File: src/design/iff_pkg.sv
// Shared types and constants of the integer field formatter.
// Used by the top level, the digit unit and the checker; depends on nothing.
package iff_pkg;

    localparam int MAX_WIDTH_DEF   = 63;
    localparam int DIGIT_SLOTS_DEF = 12;

    localparam logic [1:0] FUNC_SDEC = 2'd0;
    localparam logic [1:0] FUNC_UDEC = 2'd1;
    localparam logic [1:0] FUNC_HEX  = 2'd2;
    localparam logic [1:0] FUNC_CHAR = 2'd3;

    localparam logic [7:0] CHAR_ZERO  = 8'h30;
    localparam logic [7:0] CHAR_MINUS = 8'h2D;
    localparam logic [7:0] CHAR_UPA   = 8'h41;
    localparam logic [7:0] CHAR_SPACE = 8'h20;
    localparam logic [7:0] DIGIT_TEN  = 8'd10;

    localparam logic [31:0] RECIP_10 = 32'hCCCC_CCCD;
    localparam int          RECIP_SH = 35;

    typedef struct packed {
        logic [31:0] value;
        logic [1:0]  func;
        logic [5:0]  field_width;
        logic [1:0]  pad_mode;
    } t_in;

    typedef struct packed {
        logic [7:0] out_char;
        logic       last;
    } t_out;

    typedef struct packed {
        logic [31:0] quot;
        logic [3:0]  rem;
    } t_div_res;

endpackage

File: src/design/iff_digit_unit.sv
// Shared digit unit: splits one value into quotient and lowest digit, base 10 or 16.
// The result appears in the cycle after the value is presented; uses iff_pkg.
module iff_digit_unit (
    input  logic              i_clk,
    input  logic [31:0]       i_value,
    input  logic              i_hex,
    output iff_pkg::t_div_res o_res
);

    logic [63:0] w_prod;
    logic [28:0] r_q10;
    logic [31:0] r_value;
    logic        r_hex;
    logic [31:0] w_q10;
    logic [31:0] w_back;

    assign w_prod = i_value * iff_pkg::RECIP_10;

    always_ff @(posedge i_clk) begin
        r_q10   <= w_prod[63:iff_pkg::RECIP_SH];
        r_value <= i_value;
        r_hex   <= i_hex;
    end

    assign w_q10  = {3'b000, r_q10};
    assign w_back = r_value - ((w_q10 << 3) + (w_q10 << 1));

    always_comb begin
        if (r_hex) begin
            o_res.quot = {4'b0000, r_value[31:4]};
            o_res.rem  = r_value[3:0];
        end else begin
            o_res.quot = w_q10;
            o_res.rem  = w_back[3:0];
        end
    end

endmodule

File: src/design/integer_field_formatter.sv
// Accept in S_IDLE, then S_MUL and S_REM per digit in the shared digit unit, setup in
// S_SIGN and S_PAD, then one character per cycle (up to 63) in S_EMIT as the sink takes
// them. Throughput: one item at a time; the next item is taken once the last character
// is loaded into the output register, or S_PAD finds none. Reset is synchronous and
// active low; it clears the sequencer and the output valid, not the digit store.
module integer_field_formatter #(
    parameter int MAX_WIDTH   = iff_pkg::MAX_WIDTH_DEF,
    parameter int DIGIT_SLOTS = iff_pkg::DIGIT_SLOTS_DEF
) (
    input  logic          i_clk,
    input  logic          i_rst_n,
    input  logic          i_valid,
    input  iff_pkg::t_in  i_data,
    output logic          o_stall,
    output logic          o_valid,
    output iff_pkg::t_out o_data,
    input  logic          i_stall
);

    localparam int          CNT_W  = $clog2(DIGIT_SLOTS + 1);
    localparam int          IDX_W  = $clog2(DIGIT_SLOTS);
    localparam logic [5:0]  MAX_W  = 6'(MAX_WIDTH);
    localparam logic [CNT_W-1:0] SLOTS_C = CNT_W'(DIGIT_SLOTS);
    localparam logic [CNT_W-1:0] ONE_C   = CNT_W'(1);

    typedef enum logic [2:0] {
        S_IDLE, S_MUL, S_REM, S_SIGN, S_PAD, S_EMIT
    } t_state;

    t_state            r_state;
    logic [31:0]       r_u;
    logic              r_hex;
    logic              r_neg;
    logic [5:0]        r_w;
    logic [1:0]        r_pm;
    logic [CNT_W-1:0]  r_ndig;
    logic [5:0]        r_pad;
    logic [5:0]        r_left;
    logic              r_sign_first;
    logic [7:0]        r_store [DIGIT_SLOTS];
    logic              r_out_valid;
    iff_pkg::t_out     r_out;

    iff_pkg::t_div_res w_div;
    logic              w_out_free;
    logic [5:0]        w_wsat;
    logic              w_neg_in;
    logic [7:0]        w_digit;
    logic [7:0]        w_padch;
    logic              st_we;
    logic [IDX_W-1:0]  st_addr;
    logic [7:0]        st_data;
    logic [CNT_W-1:0]  w_ndig_m1;
    logic [IDX_W-1:0]  w_rd_idx;
    logic [5:0]        w_ndig6;
    logic [5:0]        w_pad_calc;
    logic [5:0]        w_total;
    logic              w_sign_lead;

    iff_digit_unit u_digit (
        .i_clk   (i_clk),
        .i_value (r_u),
        .i_hex   (r_hex),
        .o_res   (w_div)
    );

    assign o_stall    = (r_state != S_IDLE);
    assign o_valid    = r_out_valid;
    assign o_data     = r_out;
    assign w_out_free = !r_out_valid || !i_stall;

    assign w_wsat   = (i_data.field_width > MAX_W) ? MAX_W : i_data.field_width;
    assign w_neg_in = (i_data.func == iff_pkg::FUNC_SDEC) && i_data.value[31];
    assign w_digit  = (w_div.rem < 4'd10) ? (iff_pkg::CHAR_ZERO + {4'b0000, w_div.rem})
                                          : (iff_pkg::CHAR_UPA + {4'b0000, w_div.rem}
                                             - iff_pkg::DIGIT_TEN);
    assign w_padch  = r_pm[1] ? iff_pkg::CHAR_ZERO : iff_pkg::CHAR_SPACE;

    assign w_ndig_m1   = r_ndig - ONE_C;
    assign w_rd_idx    = w_ndig_m1[IDX_W-1:0];
    assign w_ndig6     = 6'(r_ndig);
    assign w_pad_calc  = (r_w > w_ndig6) ? (r_w - w_ndig6) : 6'd0;
    assign w_total     = w_pad_calc + w_ndig6 + {5'b00000, r_sign_first};
    assign w_sign_lead = (r_w != 6'd0) && r_pm[1];

    always_comb begin
        st_we   = 1'b0;
        st_addr = r_ndig[IDX_W-1:0];
        st_data = iff_pkg::CHAR_MINUS;
        unique case (r_state)
            S_IDLE: begin
                st_addr = '0;
                if (i_valid) begin
                    if (i_data.func == iff_pkg::FUNC_CHAR) begin
                        st_we   = (i_data.value[7:0] != 8'd0);
                        st_data = i_data.value[7:0];
                    end else if (i_data.value == 32'd0) begin
                        st_we   = 1'b1;
                        st_data = iff_pkg::CHAR_ZERO;
                    end
                end
            end
            S_REM: begin
                st_we   = 1'b1;
                st_data = w_digit;
            end
            S_SIGN: begin
                st_we = r_neg && !w_sign_lead && (r_ndig < SLOTS_C);
            end
            default: begin
                st_we = 1'b0;
            end
        endcase
    end

    always_ff @(posedge i_clk) begin
        if (st_we) begin
            r_store[st_addr] <= st_data;
        end
    end

    always_ff @(posedge i_clk) begin
        if (!i_rst_n) begin
            r_state     <= S_IDLE;
            r_out_valid <= 1'b0;
        end else begin
            if (r_out_valid && !i_stall && (r_state != S_EMIT)) begin
                r_out_valid <= 1'b0;
            end
            unique case (r_state)
                S_IDLE: begin
                    if (i_valid) begin
                        r_w          <= w_wsat;
                        r_pm         <= i_data.pad_mode;
                        r_hex        <= (i_data.func == iff_pkg::FUNC_HEX);
                        r_neg        <= w_neg_in;
                        r_sign_first <= 1'b0;
                        r_u          <= w_neg_in ? (32'd0 - i_data.value) : i_data.value;
                        if (i_data.func == iff_pkg::FUNC_CHAR) begin
                            r_ndig  <= (i_data.value[7:0] != 8'd0) ? ONE_C : '0;
                            r_state <= S_PAD;
                        end else if (i_data.value == 32'd0) begin
                            r_ndig  <= ONE_C;
                            r_state <= S_PAD;
                        end else begin
                            r_ndig  <= '0;
                            r_state <= S_MUL;
                        end
                    end
                end
                S_MUL: begin
                    r_state <= S_REM;
                end
                S_REM: begin
                    r_ndig <= r_ndig + ONE_C;
                    r_u    <= w_div.quot;
                    if ((w_div.quot == 32'd0) || (r_ndig + ONE_C == SLOTS_C)) begin
                        r_state <= S_SIGN;
                    end else begin
                        r_state <= S_MUL;
                    end
                end
                S_SIGN: begin
                    if (r_neg) begin
                        if (w_sign_lead) begin
                            r_sign_first <= 1'b1;
                            r_w          <= r_w - 6'd1;
                        end else if (r_ndig < SLOTS_C) begin
                            r_ndig <= r_ndig + ONE_C;
                        end
                    end
                    r_state <= S_PAD;
                end
                S_PAD: begin
                    r_pad  <= w_pad_calc;
                    r_left <= w_total;
                    if (w_total == 6'd0) begin
                        r_state <= S_IDLE;
                    end else begin
                        r_state <= S_EMIT;
                    end
                end
                S_EMIT: begin
                    if (w_out_free) begin
                        r_out_valid <= 1'b1;
                        r_out.last  <= (r_left == 6'd1);
                        r_left      <= r_left - 6'd1;
                        priority if (r_sign_first) begin
                            r_out.out_char <= iff_pkg::CHAR_MINUS;
                            r_sign_first   <= 1'b0;
                        end else if (!r_pm[0] && (r_pad != 6'd0)) begin
                            r_out.out_char <= w_padch;
                            r_pad          <= r_pad - 6'd1;
                        end else if (r_ndig != '0) begin
                            r_out.out_char <= r_store[w_rd_idx];
                            r_ndig         <= w_ndig_m1;
                        end else begin
                            r_out.out_char <= w_padch;
                            r_pad          <= r_pad - 6'd1;
                        end
                        if (r_left == 6'd1) begin
                            r_state <= S_IDLE;
                        end
                    end
                end
                default: begin
                    r_state <= S_IDLE;
                end
            endcase
        end
    end

endmodule

File: config.mk
export PLATFORM = sky130hd
export DESIGN_NAME = integer_field_formatter
export DESIGN_NICKNAME = d
export VERILOG_FILES = /design/src/design/iff_pkg.sv /design/src/design/iff_digit_unit.sv /design/src/design/integer_field_formatter.sv
export SDC_FILE = /design/constraint.sdc
export NUM_CORES = 2
export LEC_CHECK = 0
export ABC_AREA = 1
export BUFFER_PORTS_ARGS = -buffer_cell sky130_fd_sc_hd__buf_2
export CORE_UTILIZATION = 45
export CTS_CLUSTER_DIAMETER = 150
export DETAILED_ROUTE_END_ITERATION = 10
export GPL_TIMING_DRIVEN = 1
export HOLD_SLACK_MARGIN = 0.08
export SYNTH_ARGS = -nofsm -noshare
export SYNTH_HDL_FRONTEND = slang
export SYNTH_SLANG_ARGS = --single-unit
File: constraint.sdc
create_clock -name i_clk -period 13.5 [get_ports i_clk]
set_input_delay 2.7 -clock i_clk [delete_from_list [all_inputs] [get_ports i_clk]]
set_output_delay 2.7 -clock i_clk [all_outputs]
set_load 0.02 [all_outputs]
==> impl_metrics.env <==
export IMPL_hpwl_um=80100
export IMPL_grt_overflow_total=0
export IMPL_drive_above_1_share=0.0563
export IMPL_crit_fanout=6
export IMPL_wl_um=92800
export IMPL_grt_pass1_vias=22900
export IMPL_post_route_min_period_ns=7.43
export IMPL_rr_startpoint="r_u[21]"
export IMPL_cp_end_kind="flip-flop"
export IMPL_holdBufCountCts=0
export IMPL_setup_tns_ns=0
export IMPL_cp_required_ns=13.93
export IMPL_rsz0062_at_grt="false"
export IMPL_cp_start_kind="flip-flop"
export IMPL_hold_violations=0
export IMPL_final_nets=3995
export IMPL_critical_path_class="reg2reg"
export IMPL_wire_per_inst_um=22.9
export IMPL_rr_worst_depth=24
export IMPL_relSlewSlack=0.256
export IMPL_grt_antenna_before_repair=1
export IMPL_postRouteAntennaNets=0
export IMPL_fp_dieW_um=254
export IMPL_fin_util=0.489
export IMPL_synth_fp_nets=3938
export IMPL_avgSynthCellArea_um2=9.11
export IMPL_synthTopCellsByCount="inv_1, nand2_1, fa_1, ha_1, nor2_1"
export IMPL_drc=0
export IMPL_reg2reg_slack_ns=6.07
export IMPL_status="complete, no violations"
export IMPL_ys_warnings_count=0
export IMPL_path_cells="ha_1 -> inv_1 -> fa_1 -> inv_1 -> fa_1 -> inv_1 -> fa_1 -> inv_1 -> fa_1 -> fa_1 -> fa_1 -> ha_1 -> ha_1 -> nand2_1 -> inv_1 -> a21oi_1 -> or2_1 -> nand2_1 -> a21oi_1 -> nand3_1 -> a21oi_2 -> o21ai_1 -> nand2_1 -> nand2_1"
export IMPL_synthTopCellsByArea="fa_1, edfxtp_1, ha_1"
export IMPL_firstDrtPassIters=8
export IMPL_post_route_period_util=0.551
export IMPL_setup_violations=0
export IMPL_ys_ff_latch=230
export IMPL_syn_area_um2=28600
export IMPL_skew_ns=0.0413
export IMPL_crit_arrival_ns=7.87
export IMPL_drt_iter0_drc=1615
export IMPL_htree_levels=1
export IMPL_coreArea_um2=63000
export IMPL_ctsResizeCount=0
export IMPL_gp_congestion=1.01
export IMPL_synth_edf_count=164
export IMPL_ios=57
export IMPL_synth_distinct_cells=63
export IMPL_synthArstFlopShare=0
export IMPL_crit_path_top_delay_cell="edfxtp_1"
export IMPL_clkTransAtPathRegs_ns=0.06
export IMPL_port_buffers=56
export IMPL_reg2reg_to="u_digit.r_q10[18]"
export IMPL_cts_root_buf="clkbuf_16"
export IMPL_post_cts_buffers=0
export IMPL_yosysSeqAreaShare=0.218
export IMPL_diodes=0
export IMPL_cap_violations=0
export IMPL_track_usage=0.297
export IMPL_synth_top_area_share=0.272
export IMPL_synth_main_ff_cell="edfxtp_1"
export IMPL_hold_path_end="u_digit.r_hex"
export IMPL_dieArea_um2=64600
export IMPL_clk_latency_ns=0.61
export IMPL_worstHoldStart="r_hex"
export IMPL_fmax_mhz=135
export IMPL_initial_utilization=0.454
export IMPL_clk_path_buf_depth=3
export IMPL_vias_per_cell=5.33
export IMPL_clock_sink_count=230
export IMPL_worstHoldPathType="reg2reg"
export IMPL_synthCells=3138
export IMPL_whs_path_depth=0
export IMPL_die_h_um=254
export IMPL_cts_tree="built"
export IMPL_path_common_cell="fa_1"
export IMPL_slew_viol_final=0
export IMPL_cts_inserted_buffers=28
export IMPL_via_count=21600
export IMPL_rows=92
export IMPL_worst_slew_pin_slew_ns=1.11
export IMPL_area_growth_pct=7.64
export IMPL_grt_max_degree=54
export IMPL_max_stage_delay_ns=0.67
export IMPL_yosysMostFrequentCell="inv_1"
export IMPL_grt_pass1_wl_um=140000
export IMPL_synth_largest_area_cell="fa_1"
==> how the worst max path moves through the flow <==
| stage | cells past startpoint | startpoint | end | slack, ns |
|---|---|---|---|---|
| CTS | 24 | r_u[20] | u_digit.r_q10[18] | 6.16 |
| global placement | 22 | r_u[20] | u_digit.r_q10[14] | 6.19 |
| global route | 24 | r_u[20] | u_digit.r_q10[18] | 5.77 |
| floorplan | 24 | r_u[18] | u_digit.r_q10[13] | 7.49 |
| finish | 24 | r_u[21] | u_digit.r_q10[18] | 6.07 |
| detailed placement | 24 | r_u[21] | u_digit.r_q10[18] | 6.18 |
==> cell usage in the layout, fill, tap and decap left out, drive strengths merged, types with 4 or more instances in the layout <==
cell      Yosys  routed
o22ai        18      18
a221oi        4       4
edfxtp      164     164
nor4         12      12
clkinv        1       8
o21a          6       6
o221ai        5       5
o31ai         5       5
clkinvlp      0       4
a21boi        5       5
o21ai       156     156
inv         797     799
nor3         14      14
nand4        22      22
xor2         83      83
o211ai       20      20
nor2        228     228
fa          388     388
and3          4       4
nand2       410     410
clkbuf       28      32
o21bai       18      18
buf          14      69
a21oi       120     120
mux2i        15      15
xnor2        26      26
or2           9       9
dfxtp        66      66
ha          366     366
a31oi        24      24
nand3        78      78
a21o         14      14
==> flip-flops by register name, summed over array words and instances (netlist names), 2 cells and up <==
name / flops
o_data: 9
r_pad: 6
r_store: 96
u_digit.r_q10: 29
r_u: 32
r_left: 6
r_ndig: 4
u_digit.r_value: 32
r_pm: 2
r_w: 6
r_state: 3
==> per-layer routing <==
metal / up-vias / GRT usage / share of wire / routed length, um
li1: 9994 / - / - / -
met1: 10800 / 0.377 / 0.41 / 38200
met2: 666 / 0.509 / 0.49 / 45100
met3: 162 / 0.0292 / 0.049 / 4520
met4: 0 / 0.139 / 0.054 / 5010
met5: - / 0 / 0 / 0
==> final cells by class <==
| cell class | count | area (um2) |
|---|---|---|
| fill | 6107 | 32200 |
| sequential | 230 | 6250 |
| tap | 846 | 1060 |
| clock buffer | 32 | 716 |
| timing repair buffer | 69 | 378 |
| clock inverter | 16 | 200 |
| multi-input combinational | 2068 | 19200 |
| inverter | 798 | 3000 |
==> metrics by stage <==
step                instance area, um2  instances  hold slack (ns)  worst slack, ns
global placement                 29900       4011            0.333             6.19
floorplan                        28600       3138            0.323             7.49
finish                           30800       4059            0.349             6.07
CTS                              30800       4059            0.356             6.16
detailed placement               29900       4011            0.330             6.18
global route                     30800       4059            0.366             5.77
==> critical path, delay by kind of cell, from the launching register on <==
family / cells / cell delay, ns
buffers and inverters: 5 / 0.44
flip-flops: 1 / 0.67
adder cells (fa/ha/maj): 9 / 4.42
AO/OA/AOI/OAI: 4 / 0.92
AND/OR/NAND/NOR: 6 / 0.83
==> logic make-up after synthesis <==
kind of cell               after synthesis  share of synthesized area
adders and majority gates              754                      0.432
muxes                                   15                    0.00525
AOI/OAI and AO/OA                      409                     0.0832
buffers and inverters                  840                      0.111
xor gates and xnor gates               109                     0.0337
DFF                                    230                      0.218
and+or+nand+nor                        781                      0.117
Power is not shown: default switching activity piles up to over one toggle a cycle in this logic, so the estimate is an artifact.
